<file path="config.mk">
export PLATFORM = sky130hd
export DESIGN_NAME = arm_collision_detector
export DESIGN_NICKNAME = d
export VERILOG_FILES = /design/src/rtl/acd_pkg.sv /design/src/rtl/acd_ring.sv /design/src/rtl/acd_side.sv /design/src/rtl/arm_collision_detector.sv
export SDC_FILE = /design/constraint.sdc
export NUM_CORES = 1
export LEC_CHECK = 0
export BUFFER_PORTS_ARGS = -buffer_cell sky130_fd_sc_hd__clkbuf_2
export CORE_UTILIZATION = 45
export DETAILED_ROUTE_END_ITERATION = 7
export PLACE_DENSITY_LB_ADDON = 0.2
export REMOVE_ABC_BUFFERS = 1
export SETUP_SLACK_MARGIN = 0.1
export SLEW_MARGIN = 25
export SYNTH_ARGS = -nofsm -noshare
export SYNTH_HDL_FRONTEND = slang
export SYNTH_SLANG_ARGS = --single-unit
</file>
<file path="constraint.sdc">
create_clock -name clk -period 10.6 [get_ports clk]
set_input_delay 0.53 -clock clk [delete_from_list [all_inputs] [get_ports clk]]
set_output_delay 0.53 -clock clk [all_outputs]
set_load 0.1 [all_outputs]
</file>
<file path="src/rtl/acd_pkg.sv">
package acd_pkg;

	localparam int ANGLE_W   = 16;
	localparam int TIME_W    = 32;
	localparam int THR_W     = 16;
	localparam int S_TDATA_W = 96;
	localparam int S_TUSER_W = 3;
	localparam int M_TDATA_W = 32;
	localparam int M_TUSER_W = 2;
	localparam int MODE_W    = 2;
	localparam int CFG_IDX_W = 1;

	localparam logic [THR_W-1:0] THR_RESET = 16'd410;

	localparam logic [MODE_W-1:0] MODE_STAND = 2'd1;
	localparam logic [MODE_W-1:0] MODE_WALK  = 2'd2;

	typedef enum logic [CFG_IDX_W-1:0] {
		CFG_MAX_ERROR_STAND = 1'b0,
		CFG_MAX_ERROR_WALK  = 1'b1
	} acd_cfg_idx_t;

	// per-item control shared by both arm sides
	typedef struct packed {
		logic clear;    // mode not allowed: drop sums
		logic cmd_wr;   // item taken into the command delay line
		logic err_wr;   // delay line full: error enters the window
		logic win_full; // window full before this item
		logic flag_en;  // window full after this item
	} acd_ctrl_t;

endpackage

</file>
<file path="src/rtl/acd_ring.sv">
module acd_ring #(
	parameter int DEPTH = 4,
	parameter int WIDTH = 16,
	parameter int AW    = (DEPTH > 1) ? $clog2(DEPTH) : 1
) (
	input  logic             clk,
	input  logic             wr_en,
	input  logic [AW-1:0]    wr_addr,
	input  logic [WIDTH-1:0] wr_data,
	input  logic [AW-1:0]    rd_addr,
	output logic [WIDTH-1:0] rd_data
);

	logic [WIDTH-1:0] mem [DEPTH];

	always_ff @(posedge clk) begin
		if (wr_en) begin
			mem[wr_addr] <= wr_data;
		end
	end

	// read ahead at the address the next item needs; forward a write to the same entry
	always_ff @(posedge clk) begin
		if (wr_en && (wr_addr == rd_addr)) begin
			rd_data <= wr_data;
		end else begin
			rd_data <= mem[rd_addr];
		end
	end

endmodule

</file>
<file path="src/rtl/acd_side.sv">
module acd_side #(
	parameter int CMD_DEPTH = 4,
	parameter int WIN_DEPTH = 16,
	parameter int CAW       = (CMD_DEPTH > 1) ? $clog2(CMD_DEPTH) : 1,
	parameter int EAW       = $clog2(WIN_DEPTH)
) (
	input  logic                               clk,
	input  logic                               arst_n,
	input  acd_pkg::acd_ctrl_t                 ctrl,
	input  logic signed [acd_pkg::ANGLE_W-1:0] cmd,
	input  logic signed [acd_pkg::ANGLE_W-1:0] sensed,
	input  logic [acd_pkg::THR_W-1:0]          thr,
	input  logic [CAW-1:0]                     cptr,
	input  logic [CAW-1:0]                     crd_addr,
	input  logic [EAW-1:0]                     eptr,
	input  logic [EAW-1:0]                     erd_addr,
	output logic                               hit
);
	import acd_pkg::*;

	localparam int SUM_W = ANGLE_W + $clog2(WIN_DEPTH);

	logic [ANGLE_W-1:0] cmd_rd;
	logic [ANGLE_W-1:0] win_rd;
	logic [ANGLE_W-1:0] oldest;
	logic signed [ANGLE_W:0] diff;
	logic [ANGLE_W:0]   abs_diff;
	logic [ANGLE_W-1:0] err;
	logic [SUM_W-1:0]   sum_q;
	logic [SUM_W-1:0]   sum_new;
	logic [SUM_W-1:0]   sum_eff;
	logic [SUM_W-1:0]   lim;

	acd_ring #(.DEPTH(CMD_DEPTH), .WIDTH(ANGLE_W), .AW(CAW)) u_cmd (
		.clk     (clk),
		.wr_en   (ctrl.cmd_wr),
		.wr_addr (cptr),
		.wr_data (cmd),
		.rd_addr (crd_addr),
		.rd_data (cmd_rd)
	);

	acd_ring #(.DEPTH(WIN_DEPTH), .WIDTH(ANGLE_W), .AW(EAW)) u_win (
		.clk     (clk),
		.wr_en   (ctrl.err_wr),
		.wr_addr (eptr),
		.wr_data (err),
		.rd_addr (erd_addr),
		.rd_data (win_rd)
	);

	always_comb begin
		// a one-deep line hands the current command straight through
		oldest   = (CMD_DEPTH == 1) ? cmd : cmd_rd;
		diff     = $signed({oldest[ANGLE_W-1], oldest}) - $signed({sensed[ANGLE_W-1], sensed});
		abs_diff = diff[ANGLE_W] ? (ANGLE_W+1)'(-diff) : diff;
		err      = abs_diff[ANGLE_W] ? {ANGLE_W{1'b1}} : abs_diff[ANGLE_W-1:0];
		sum_new  = sum_q - (ctrl.win_full ? SUM_W'(win_rd) : '0) + SUM_W'(err);
		sum_eff  = ctrl.err_wr ? sum_new : sum_q;
		lim      = SUM_W'(thr) * SUM_W'(WIN_DEPTH);
		hit      = ctrl.flag_en && (sum_eff > lim);
	end

	always_ff @(posedge clk or negedge arst_n) begin
		if (!arst_n) begin
			sum_q <= '0;
		end else if (ctrl.clear) begin
			sum_q <= '0;
		end else if (ctrl.err_wr) begin
			sum_q <= sum_new;
		end
	end

endmodule

</file>
<file path="src/rtl/arm_collision_detector.sv">
// Channel  Dir  tdata                                        tuser
// s_*      in   cmd_l, cmd_r, sensed_l, sensed_r, frame_time  arm_mode_allowed, motion_mode
// m_*      out  hit_time                                     hit_left, hit_right
// cfg_*    in   write enable, register index, 16-bit data    -
//
// Throughput is one item per clock while the output is not stalled. An item
// waits in the input register and is evaluated on its way into the output
// register. Evaluation rests on the running window sums and on both rings
// reading ahead at the next item's slot.
// Reset clears fill counts, ring pointers, sums and handshake state; ring
// contents are left as they are. A stalled output holds the input register,
// and s_tready drops only while both stages are full and m_tready is low.
module arm_collision_detector #(
	parameter int COMMAND_DELAY_DEPTH = 4,
	parameter int ERROR_WINDOW_DEPTH  = 16
) (
	input  logic                             clk,
	input  logic                             arst_n,
	input  logic                             s_tvalid,
	output logic                             s_tready,
	// [15:0] commanded_left, [31:16] commanded_right, [47:32] sensed_left,
	// [63:48] sensed_right, [95:64] frame_time
	input  logic [acd_pkg::S_TDATA_W-1:0]    s_tdata,
	// [0] arm_mode_allowed, [2:1] motion_mode
	input  logic [acd_pkg::S_TUSER_W-1:0]    s_tuser,
	output logic                             m_tvalid,
	input  logic                             m_tready,
	// [31:0] hit_time
	output logic [acd_pkg::M_TDATA_W-1:0]    m_tdata,
	// [0] hit_left, [1] hit_right
	output logic [acd_pkg::M_TUSER_W-1:0]    m_tuser,
	input  logic                             cfg_we,
	input  logic [acd_pkg::CFG_IDX_W-1:0]    cfg_addr,
	input  logic [acd_pkg::THR_W-1:0]        cfg_data
);
	import acd_pkg::*;

	localparam int CAW = (COMMAND_DELAY_DEPTH > 1) ? $clog2(COMMAND_DELAY_DEPTH) : 1;
	localparam int EAW = $clog2(ERROR_WINDOW_DEPTH);
	localparam int CFW = $clog2(COMMAND_DELAY_DEPTH + 1);
	localparam int EFW = $clog2(ERROR_WINDOW_DEPTH + 1);
	localparam logic [CAW-1:0] C_LAST  = CAW'(COMMAND_DELAY_DEPTH - 1);
	localparam logic [EAW-1:0] E_LAST  = EAW'(ERROR_WINDOW_DEPTH - 1);
	localparam logic [CFW-1:0] C_FULL  = CFW'(COMMAND_DELAY_DEPTH);
	localparam logic [CFW-1:0] C_ALMOST = CFW'(COMMAND_DELAY_DEPTH - 1);
	localparam logic [EFW-1:0] E_FULL  = EFW'(ERROR_WINDOW_DEPTH);
	localparam logic [EFW-1:0] E_ALMOST = EFW'(ERROR_WINDOW_DEPTH - 1);

	// thresholds
	logic [THR_W-1:0] thr_stand_q;
	logic [THR_W-1:0] thr_walk_q;

	// input register
	logic                      valid_s1;
	logic                      allowed_s1;
	logic [MODE_W-1:0]         mode_s1;
	logic signed [ANGLE_W-1:0] cmd_l_s1;
	logic signed [ANGLE_W-1:0] cmd_r_s1;
	logic signed [ANGLE_W-1:0] sen_l_s1;
	logic signed [ANGLE_W-1:0] sen_r_s1;
	logic [TIME_W-1:0]         time_s1;

	// ring and fill state
	logic [CAW-1:0] cptr_q, cptr_n, crd_addr;
	logic [EAW-1:0] eptr_q, eptr_n;
	logic [CFW-1:0] cfill_q;
	logic [EFW-1:0] efill_q;

	// result register
	logic              out_valid_q;
	logic              hit_l_q;
	logic              hit_r_q;
	logic [TIME_W-1:0] hit_time_q;

	logic       adv, proc, mode_ok;
	logic       hit_l, hit_r;
	logic [THR_W-1:0] thr;
	acd_ctrl_t  ctrl;

	function automatic logic [CAW-1:0] cinc(input logic [CAW-1:0] p);
		return (p == C_LAST) ? '0 : CAW'(p + 1'b1);
	endfunction

	function automatic logic [EAW-1:0] einc(input logic [EAW-1:0] p);
		return (p == E_LAST) ? '0 : EAW'(p + 1'b1);
	endfunction

	assign adv      = !out_valid_q || m_tready;
	assign s_tready = !valid_s1 || adv;
	assign proc     = valid_s1 && adv;
	assign mode_ok  = allowed_s1 && ((mode_s1 == MODE_STAND) || (mode_s1 == MODE_WALK));
	assign thr      = (mode_s1 == MODE_WALK) ? thr_walk_q : thr_stand_q;

	always_comb begin
		ctrl.clear    = proc && !mode_ok;
		ctrl.cmd_wr   = proc && mode_ok;
		// the line counts as full once this item has entered it
		ctrl.err_wr   = ctrl.cmd_wr && (cfill_q >= C_ALMOST);
		ctrl.win_full = (efill_q == E_FULL);
		ctrl.flag_en  = ctrl.cmd_wr &&
			(ctrl.win_full || (ctrl.err_wr && (efill_q == E_ALMOST)));
		cptr_n = ctrl.clear ? '0 : (ctrl.cmd_wr ? cinc(cptr_q) : cptr_q);
		eptr_n = ctrl.clear ? '0 : (ctrl.err_wr ? einc(eptr_q) : eptr_q);
		// oldest command for the next item sits one past the write slot
		crd_addr = cinc(cptr_n);
	end

	acd_side #(
		.CMD_DEPTH (COMMAND_DELAY_DEPTH),
		.WIN_DEPTH (ERROR_WINDOW_DEPTH),
		.CAW       (CAW),
		.EAW       (EAW)
	) u_left (
		.clk      (clk),
		.arst_n   (arst_n),
		.ctrl     (ctrl),
		.cmd      (cmd_l_s1),
		.sensed   (sen_l_s1),
		.thr      (thr),
		.cptr     (cptr_q),
		.crd_addr (crd_addr),
		.eptr     (eptr_q),
		.erd_addr (eptr_n),
		.hit      (hit_l)
	);

	acd_side #(
		.CMD_DEPTH (COMMAND_DELAY_DEPTH),
		.WIN_DEPTH (ERROR_WINDOW_DEPTH),
		.CAW       (CAW),
		.EAW       (EAW)
	) u_right (
		.clk      (clk),
		.arst_n   (arst_n),
		.ctrl     (ctrl),
		.cmd      (cmd_r_s1),
		.sensed   (sen_r_s1),
		.thr      (thr),
		.cptr     (cptr_q),
		.crd_addr (crd_addr),
		.eptr     (eptr_q),
		.erd_addr (eptr_n),
		.hit      (hit_r)
	);

	// configuration writes; an index past the list is dropped
	always_ff @(posedge clk or negedge arst_n) begin
		if (!arst_n) begin
			thr_stand_q <= THR_RESET;
			thr_walk_q  <= THR_RESET;
		end else if (cfg_we) begin
			unique case (cfg_addr)
				CFG_MAX_ERROR_STAND: thr_stand_q <= cfg_data;
				CFG_MAX_ERROR_WALK:  thr_walk_q  <= cfg_data;
				default: ;
			endcase
		end
	end

	// input register
	always_ff @(posedge clk or negedge arst_n) begin
		if (!arst_n) begin
			valid_s1 <= 1'b0;
		end else if (s_tready) begin
			valid_s1 <= s_tvalid;
		end
	end

	always_ff @(posedge clk) begin
		if (s_tvalid && s_tready) begin
			allowed_s1 <= s_tuser[0];
			mode_s1    <= s_tuser[2:1];
			cmd_l_s1   <= s_tdata[15:0];
			cmd_r_s1   <= s_tdata[31:16];
			sen_l_s1   <= s_tdata[47:32];
			sen_r_s1   <= s_tdata[63:48];
			time_s1    <= s_tdata[95:64];
		end
	end

	// pointers and fill counts
	always_ff @(posedge clk or negedge arst_n) begin
		if (!arst_n) begin
			cptr_q  <= '0;
			eptr_q  <= '0;
			cfill_q <= '0;
			efill_q <= '0;
		end else begin
			cptr_q <= cptr_n;
			eptr_q <= eptr_n;
			if (ctrl.clear) begin
				cfill_q <= '0;
				efill_q <= '0;
			end else begin
				if (ctrl.cmd_wr && (cfill_q != C_FULL)) begin
					cfill_q <= CFW'(cfill_q + 1'b1);
				end
				if (ctrl.err_wr && !ctrl.win_full) begin
					efill_q <= EFW'(efill_q + 1'b1);
				end
			end
		end
	end

	// result register
	always_ff @(posedge clk or negedge arst_n) begin
		if (!arst_n) begin
			out_valid_q <= 1'b0;
		end else if (proc) begin
			out_valid_q <= 1'b1;
		end else if (m_tready) begin
			out_valid_q <= 1'b0;
		end
	end

	always_ff @(posedge clk) begin
		if (proc) begin
			hit_l_q    <= hit_l;
			hit_r_q    <= hit_r;
			hit_time_q <= (hit_l || hit_r) ? time_s1 : '0;
		end
	end

	assign m_tvalid = out_valid_q;
	assign m_tdata  = hit_time_q;
	assign m_tuser  = {hit_r_q, hit_l_q};

endmodule

</file>
==> results of run 1 <==
## cell type report
cell class | count | area share, %
tap | 1176 | 3.13
clock buffer | 132 | 5.69
sequential | 925 | 56.9
clock inverter | 48 | 0.887
multi-input combinational | 2096 | 28.9
timing repair buffer | 233 | 3.15
inverter | 169 | 1.37
## layer usage
layer	global-route usage [%]	vias up	routed length [µm]	part of all wire [%]
li1	-	12700	-	-
met1	30.1	13000	45900	45
met2	35.7	770	48600	47
met3	3.15	126	5710	5.6
met4	6.19	0	2190	2.1
met5	0	-	0	0
## through the flow
stage / hold WS, ns / setup slack [ns]
global route: 0.0174 / 1.44
CTS: 0.000281 / 2.09
detailed placement: 0.477 / 2.11
finish: 0.0391 / 2.06
global placement: 0.476 / 2.42
floorplan: 0.234 / -2.68
## worst paths after layout
path | start | to | slack (ns) | cells past startpoint
setup / recovery | sen_l_s1[0] | m_tdata[31] | 2.06 | 30
hold / removal | s_tdata[9] | cmd_l_s1[9] | 0.04 | 1
setup reg to reg | sen_l_s1[0] | m_tdata[31] | 2.06 | 30
hold reg to reg | cmd_l_s1[4] | u_left.u_cmd.mem[0][4] | 0.49 | 0
max in group asynchronous | arst_n | u_right.sum_q[10] | 9.03 | 3
min in group asynchronous | arst_n | thr_walk_q[2] | 0.41 | 2
## state kept, by name, indices dropped and copies added (netlist names), 2 cells and up
name	flops
u_left.u_win.mem	256
u_right.u_win.mem	256
u_left.u_cmd.mem	64
u_right.u_cmd.mem	64
m_tdata	32
time_s1	32
u_left.sum_q	20
u_right.sum_q	20
cmd_l_s1	16
cmd_r_s1	16
sen_l_s1	16
sen_r_s1	16
thr_stand_q	16
thr_walk_q	16
u_left.u_cmd.rd_data	16
u_left.u_win.rd_data	16
u_right.u_cmd.rd_data	16
u_right.u_win.rd_data	16
efill_q	5
eptr_q	4
cfill_q	3
cptr_q	2
mode_s1	2
## power groups by stage
stage / registers, µW / logic, µW / clock network, µW
2_1_floorplan: 4680 / 2380 / 0
3_3_place_gp: 4640 / 3310 / 0
3_5_place_dp: 4640 / 3330 / 0
4_1_cts: 4570 / 3360 / 3360
5_1_grt: 4580 / 3750 / 3500
6_report: 4570 / 3400 / 3290
## synth_stat cells, types with 6 or more instances
library cell / number
sky130_fd_sc_hd__a21o_1: 40
sky130_fd_sc_hd__a21boi_0: 35
sky130_fd_sc_hd__o211ai_1: 14
sky130_fd_sc_hd__o31ai_1: 9
sky130_fd_sc_hd__fa_1: 34
sky130_fd_sc_hd__nand2b_1: 18
sky130_fd_sc_hd__mux2_2: 36
sky130_fd_sc_hd__nor4_1: 7
sky130_fd_sc_hd__a2111oi_0: 7
sky130_fd_sc_hd__mux2i_1: 27
sky130_fd_sc_hd__nand3_1: 153
sky130_fd_sc_hd__nand2_1: 635
sky130_fd_sc_hd__and3_1: 114
sky130_fd_sc_hd__clkbuf_1: 167
sky130_fd_sc_hd__nand4_1: 14
sky130_fd_sc_hd__a31oi_1: 72
sky130_fd_sc_hd__nor3b_1: 7
sky130_fd_sc_hd__dfstp_2: 10
sky130_fd_sc_hd__inv_1: 169
sky130_fd_sc_hd__a22oi_1: 7
sky130_fd_sc_hd__xor2_1: 32
sky130_fd_sc_hd__or3_1: 14
sky130_fd_sc_hd__nor2_1: 79
sky130_fd_sc_hd__a311oi_1: 100
sky130_fd_sc_hd__xnor2_1: 35
sky130_fd_sc_hd__nor2b_1: 15
sky130_fd_sc_hd__a21oi_1: 99
sky130_fd_sc_hd__buf_2: 6
sky130_fd_sc_hd__a211oi_1: 82
sky130_fd_sc_hd__o311a_1: 6
sky130_fd_sc_hd__nor3_1: 25
sky130_fd_sc_hd__dfxtp_1: 64
sky130_fd_sc_hd__o21bai_1: 6
sky130_fd_sc_hd__buf_1: 13
sky130_fd_sc_hd__o21a_1: 22
sky130_fd_sc_hd__and2_1: 89
sky130_fd_sc_hd__dfrtp_1: 78
sky130_fd_sc_hd__ha_1: 123
sky130_fd_sc_hd__o21ai_0: 55
sky130_fd_sc_hd__edfxtp_1: 773
## cells by family after synthesis
group	count (synthesis)	synth area share, %
compound gates	610	10.5
xor+xnor	67	1.41
flops	925	64.4
mux	63	1.63
buf+inv	359	3.32
fa+ha+maj	157	5.35
simple gates	1199	13.4
## repair_timing
| item | in CTS | in global routing |
|---|---|---|
| setup endpoints to repair | 0 | 0 |
| hold buffers | 21 | 0 |
| endpoints found under the hold margin | 49 | 0 |
| buffers inserted | 0 | 0 |
==> impl_metrics.env, run 1 <==
export IMPL_finalSetupViolCount=0
export IMPL_grt_pass1_vias=25700
export IMPL_detailed_place_hpwl_um=60100
export IMPL_regArea_um2=26700
export IMPL_place_port_buffers=156
export IMPL_fmaxAchievable_mhz=117
export IMPL_chipHeight_um=306
export IMPL_critPathArrivalTime_ns=8.92
export IMPL_ir_drop_mv=0.125
export IMPL_total_area_of_multi_input_combinational_cells_um2=13600
export IMPL_leakagePower_uw=0.0179
export IMPL_drive_above_1_share_pct=12.4
export IMPL_grt_setup_unrepaired="no"
export IMPL_worst_setup_path_end_kind="register"
export IMPL_synthArstFlopShare_pct=9.51
export IMPL_p_sw_share_pct=32.4
export IMPL_ys_warn_count=0
export IMPL_worst_hold_path_type="input pin to register"
export IMPL_mostFrequentLayoutCell="sky130_fd_sc_hd__edfxtp_1"
export IMPL_syn_to_final_growth_pct=13.2
export IMPL_maxCapViolations=0
export IMPL_timing_final_crit_share_pct=80.5
export IMPL_power_share_sequential_pct=40.6
export IMPL_setup_total_negative_slack_ns=0
export IMPL_synth_top_cell_area_share_pct=56.0
export IMPL_pin_count_of_the_biggest_net_entering_global_routing=186
export IMPL_cellInternalPower_uw=7610
export IMPL_relSlewSlack_pct=37.7
export IMPL_crit_type="register to register"
export IMPL_drt_total_wl_um=102000
export IMPL_insertion_delay_ns=0.67
export IMPL_max_clock_path_buffers=3
export IMPL_cell_count_after_placement=4576
export IMPL_net_switching_power_uw=3640
export IMPL_drt_drc_violations_left=0
export IMPL_finish_net_count=3799
export IMPL_netlist_cell_type_count=79
export IMPL_finish_cell_count_without_fillers=4779
export IMPL_total_power_uw=11200
export IMPL_initial_utilization_pct=45.7
export IMPL_synth_enable_flop_cells=773
export IMPL_floorplan_core_area_um2=90700
export IMPL_overflow=0
export IMPL_timing_final_crit_period_ns=8.54
export IMPL_max_slew_worst_pin_slew_ns=0.935
export IMPL_clock_sinks=925
export IMPL_timing_final_hold_violations=0
export IMPL_die_x_um=306
export IMPL_dr_first_iter_drc_count=2227
export IMPL_insertedDiodeCount=0
export IMPL_yosysTopAreaCell="sky130_fd_sc_hd__edfxtp_1"
export IMPL_synth_ff_latch_count=925
export IMPL_layout_cells_most_common_list="sky130_fd_sc_hd__edfxtp_1, sky130_fd_sc_hd__nand2_1, sky130_fd_sc_hd__inv_1"
export IMPL_cts_max_level=3
export IMPL_crit_top_cell="sky130_fd_sc_hd__a21oi_1"
export IMPL_skew_ns=0.0263
export IMPL_cts_repair_resize_count=0
export IMPL_timing_critical_path_from_type="register"
export IMPL_synthesis_area_per_instance_um2=12.3
export IMPL_post_synthesis_cell_count=3380
export IMPL_clk_transition_reported_paths_ns=0.06
export IMPL_grtUsageTotal_pct=21.8
export IMPL_critPathMaxFanout=33
export IMPL_p_per_area_nw_per_um2=240
export IMPL_synthFlopType="sky130_fd_sc_hd__edfxtp_1"
export IMPL_drt_antenna_violating_nets=0
export IMPL_grt_antenna_before_repair=1
export IMPL_clk_network_pwr_share_pct=29.2
export IMPL_placedInstanceArea_um2=43600
export IMPL_design_die_area_um2=93400
export IMPL_critical_path_top_delay_family="compound AO/OA/AOI/OAI gates"
export IMPL_timing_critical_path_slowest_cell_delay_ns=0.71
export IMPL_placementRows=110
export IMPL_mappedNetlistArea_um2=41500
export IMPL_cp_buffers_inverters=2
export IMPL_final_core_utilization_pct=51.8
export IMPL_final_fill_count=7776
export IMPL_crit_slowest_cell="sky130_fd_sc_hd__or4_4"
export IMPL_post_drt_wl_per_cell_um=21.4
export IMPL_combPwrFrac_pct=30.2
export IMPL_wire_length_of_the_first_global_routing_pass_um=155000
export IMPL_drv_slew=0
export IMPL_cts_tree="yes"
export IMPL_synth_top_cells_by_area="sky130_fd_sc_hd__edfxtp_1, sky130_fd_sc_hd__nand2_1, sky130_fd_sc_hd__dfrtp_1, sky130_fd_sc_hd__ha_1, sky130_fd_sc_hd__dfxtp_1"
export IMPL_run_status="finished clean"
export IMPL_required_time_reported_for_the_critical_path_endpoint_ns=10.99
export IMPL_vias=26600
export IMPL_cts_buffers=96
export IMPL_clock_tree_root_cell="sky130_fd_sc_hd__clkbuf_16"
export IMPL_synth_yosys_seq_area_share_pct=64.4
export IMPL_globalplace_congestion=0.878
export IMPL_vias_per_cell=5.57
export IMPL_top_level_ports=157
export IMPL_final_design_area_no_fill_um2=46900
export IMPL_dr_pass1_iters=5
Power figures use the tool's default switching activity.
==> run 2: changes to the inputs <==
- ABC_AREA: default -> 1
- clock period: 10.6 -> 6.9 ns (I/O delays scaled with it)
==> run 2 against run 1 <==
Effect of this change:
- flip-flop and latch count stayed put
- hold slack better by 0.024 ns
- critical endpoint is now m_tdata[29]
- maximum frequency is 34% higher
- first-iteration DRC count is 8.4% higher
- count of clock-buffer cells in the layout is 7 higher
- critical path type unchanged
- synthesized area is 2.5% higher
- sequential power is 63% higher
- clock skew is 0.0011 ns higher
- final cell count is 21% higher
- synthesized cell count is 22% higher
- largest cell class unchanged
- cell area is 7.0% higher
==> impl_metrics.env, run 2 <==
export IMPL_run_status="finished clean"
export IMPL_regToRegStartpoint="sen_l_s1[0]"
export IMPL_worst_setup_path_end_kind="register"
export IMPL_dr_pass1_iters=6
export IMPL_overflow=0
export IMPL_placementRows=112
export IMPL_timing_final_crit_share_pct=92.5
export IMPL_place_worst_setup_slack_ns=-0.189
export IMPL_layout_cells_most_common_list="sky130_fd_sc_hd__nand2_1, sky130_fd_sc_hd__edfxtp_1, sky130_fd_sc_hd__inv_1"
export IMPL_top_level_ports=157
export IMPL_timing_final_crit_period_ns=6.38
export IMPL_mappedNetlistArea_um2=42500
export IMPL_synthMostInstantiatedCell="sky130_fd_sc_hd__nand2_1"
export IMPL_synthFlopType="sky130_fd_sc_hd__edfxtp_1"
export IMPL_netlist_cell_type_count=52
export IMPL_total_power_uw=23000
export IMPL_synth_top_cell_area_share_pct=54.6
export IMPL_dr_first_iter_drc_count=2413
export IMPL_required_time_reported_for_the_critical_path_endpoint_ns=7.32
export IMPL_mostFrequentLayoutCell="sky130_fd_sc_hd__nand2_1"
export IMPL_crit_type="register to register"
export IMPL_regToRegEndpoint="m_tdata[29]"
export IMPL_globalplace_congestion=0.897
export IMPL_synth_ff_latch_count=925
export IMPL_synth_common_cells="sky130_fd_sc_hd__nand2_1, sky130_fd_sc_hd__edfxtp_1, sky130_fd_sc_hd__inv_1"
export IMPL_initial_utilization_pct=45.5
export IMPL_worst_r2r_path_depth=34
export IMPL_insertion_delay_ns=0.69
export IMPL_clk_transition_reported_paths_ns=0.06
export IMPL_pin_count_of_the_biggest_net_entering_global_routing=154
export IMPL_cts_buffers=96
export IMPL_critPathMaxFanout=8
export IMPL_hold_slack_ns=0.0626
export IMPL_synth_top_cells_by_area="sky130_fd_sc_hd__edfxtp_1, sky130_fd_sc_hd__nand2_1, sky130_fd_sc_hd__inv_1, sky130_fd_sc_hd__dfrtp_1, sky130_fd_sc_hd__nand3_1"
export IMPL_drt_antenna_violating_nets=0
export IMPL_worst_hold_path_type="input pin to async pin"
export IMPL_syn_to_final_growth_pct=18.1
export IMPL_drv_slew=0
export IMPL_synthesis_area_per_instance_um2=10.3
export IMPL_p_per_area_nw_per_um2=457
export IMPL_synth_yosys_seq_area_share_pct=62.8
export IMPL_clock_sinks=925
export IMPL_wire_length_of_the_first_global_routing_pass_um=167000
export IMPL_grt_pass1_vias=28600
export IMPL_skew_ns=0.0274
export IMPL_ys_warn_count=0
export IMPL_finish_cell_count_without_fillers=5773
export IMPL_cell_count_after_placement=5452
export IMPL_timing_critical_path_from_type="register"
export IMPL_floorplan_core_area_um2=93500
export IMPL_cts_tree="yes"
export IMPL_timing_final_hold_violations=0
export IMPL_timing_critical_path_slowest_cell_delay_ns=0.53
export IMPL_chipHeight_um=309
export IMPL_synth_enable_flop_cells=773
export IMPL_max_clock_path_buffers=3
export IMPL_grtUsageTotal_pct=23.0
export IMPL_relSlewSlack_pct=25.6
export IMPL_post_drt_wl_per_cell_um=19.2
export IMPL_detailed_place_hpwl_um=68100
export IMPL_drt_total_wl_um=111000
export IMPL_ir_drop_mv=0.430
export IMPL_vias=29800
export IMPL_grt_setup_unrepaired="no"
export IMPL_synthArstFlopShare_pct=9.51
export IMPL_maxCapViolations=0
export IMPL_yosysTopAreaCell="sky130_fd_sc_hd__edfxtp_1"
export IMPL_cts_max_level=3
export IMPL_grt_antenna_before_repair=1
export IMPL_ff2ff_setup_slack_ns=0.52
export IMPL_post_route_worst_setup_slack_ns=0.517
export IMPL_drt_drc_violations_left=0
export IMPL_design_die_area_um2=95800
export IMPL_biggestRegsByFlops="u_left.u_win.mem x256, u_right.u_win.mem x256"
export IMPL_setup_total_negative_slack_ns=0
export IMPL_fmaxAchievable_mhz=157
export IMPL_post_synthesis_cell_count=4120
export IMPL_finalSetupViolCount=0
export IMPL_drive_above_1_share_pct=12.8
export IMPL_die_x_um=309
export IMPL_crit_slowest_cell="sky130_fd_sc_hd__fa_1"
export IMPL_leakagePower_uw=0.0207
export IMPL_clock_tree_root_cell="sky130_fd_sc_hd__clkbuf_16"
export IMPL_finish_net_count=4713
export IMPL_vias_per_cell=5.16
export IMPL_place_port_buffers=156
export IMPL_critPathArrivalTime_ns=6.80
export IMPL_max_slew_worst_pin_slew_ns=1.11
## run 2: cell count changes in the layout (fill, tap and decap cells not counted), moves of 115 or more
cell / before / now
sky130_fd_sc_hd__inv_1: 166 / 550
sky130_fd_sc_hd__nor2_1: 65 / 373
sky130_fd_sc_hd__nand2_1: 634 / 802
sky130_fd_sc_hd__nand3_1: 153 / 320
sky130_fd_sc_hd__o21ai_0: 52 / 185
sky130_fd_sc_hd__o21ai_1: 4 / 119
## run 2: cell families (layout without fill, tap and decap cells)
group / after synthesis / after routing / share of synthesized area, %
buf+inv: 721 / 1119 / 6.75
simple gates: 1655 / 1655 / 16.1
flops: 925 / 925 / 62.8
mux: 16 / 16 / 0.379
fa+ha+maj: 157 / 157 / 5.22
compound gates: 598 / 598 / 7.74
other cells: 0 / 1 / 0
xor+xnor: 48 / 48 / 0.988
## run 2: worst max path at each step
stage | from | end | slack (ns) | cells past startpoint
final | sen_l_s1[0] | m_tdata[29] | 0.52 | 34
after global routing | sen_l_s1[0] | m_tdata[31] | 0.02 | 40
after CTS | sen_l_s1[0] | m_tdata[1] | 0.10 | 40
after detailed placement | sen_r_s1[0] | m_tdata[1] | -0.19 | 37
after global placement | sen_r_s1[0] | m_tdata[0] | -0.12 | 37
after floorplan | m_tvalid | u_left.u_win.rd_data[0] | -2.55 | 12
## run 2: per-stage QoR
| step | instance area (µm²) | util, % |
|---|---|---|
| 2_1_floorplan | 41800 | - |
| 6_report | 50200 | 53.7 |
| 4_1_cts | 49500 | 52.9 |
| 3_3_place_gp | 45000 | 48.1 |
| 5_1_grt | 50200 | 53.7 |
| 3_5_place_dp | 45100 | 48.2 |
## run 2: cell type report
type / count / area (µm²)
clock inverter: 42 / 413
tap: 1254 / 1570
fill: 8182 / 43200
timing repair buffer: 375 / 2960
clock buffer: 139 / 2710
multi-input combinational: 2474 / 13700
inverter: 563 / 2130
antenna: 1 / 2.50
sequential: 925 / 26700
## run 2: repair_timing
action | CTS | global route
setup endpoints to repair | 33 | 34
cloned | 0 | 6
buffers inserted | 6 | 9
resized for setup | 11 | 144
pin swaps | 2 | 22
hold buffers | 118 | 0
hold endpoints to repair | 147 | 0
## run 2: critical path, delay by kind of cell, from the launching register on
kind | cells | cell delay (ns)
adder cells (fa/ha/maj) | 7 | 2.19
AO/OA/AOI/OAI | 5 | 0.78
buffers and inverters | 5 | 0.56
flip-flops | 1 | 0.40
AND/OR/NAND/NOR | 17 | 2.16
## run 2: routing by layer
metal	wire length [µm]	global-route usage, %	up-vias
li1	-	-	14500
met4	2620	6.10	0
met5	0	0	-
met3	5150	3.10	155
met1	47600	29.8	14400
met2	55500	40.3	763
## run 2: report_power, final
| part | internal (µW) | leakage, µW | switching, µW | total [µW] |
|---|---|---|---|---|
| clock network | 2960 | 0.00153 | 2180 | 5140 |
| registers | 7370 | 0.00874 | 93.5 | 7460 |
| logic | 3620 | 0.0105 | 6740 | 10400 |
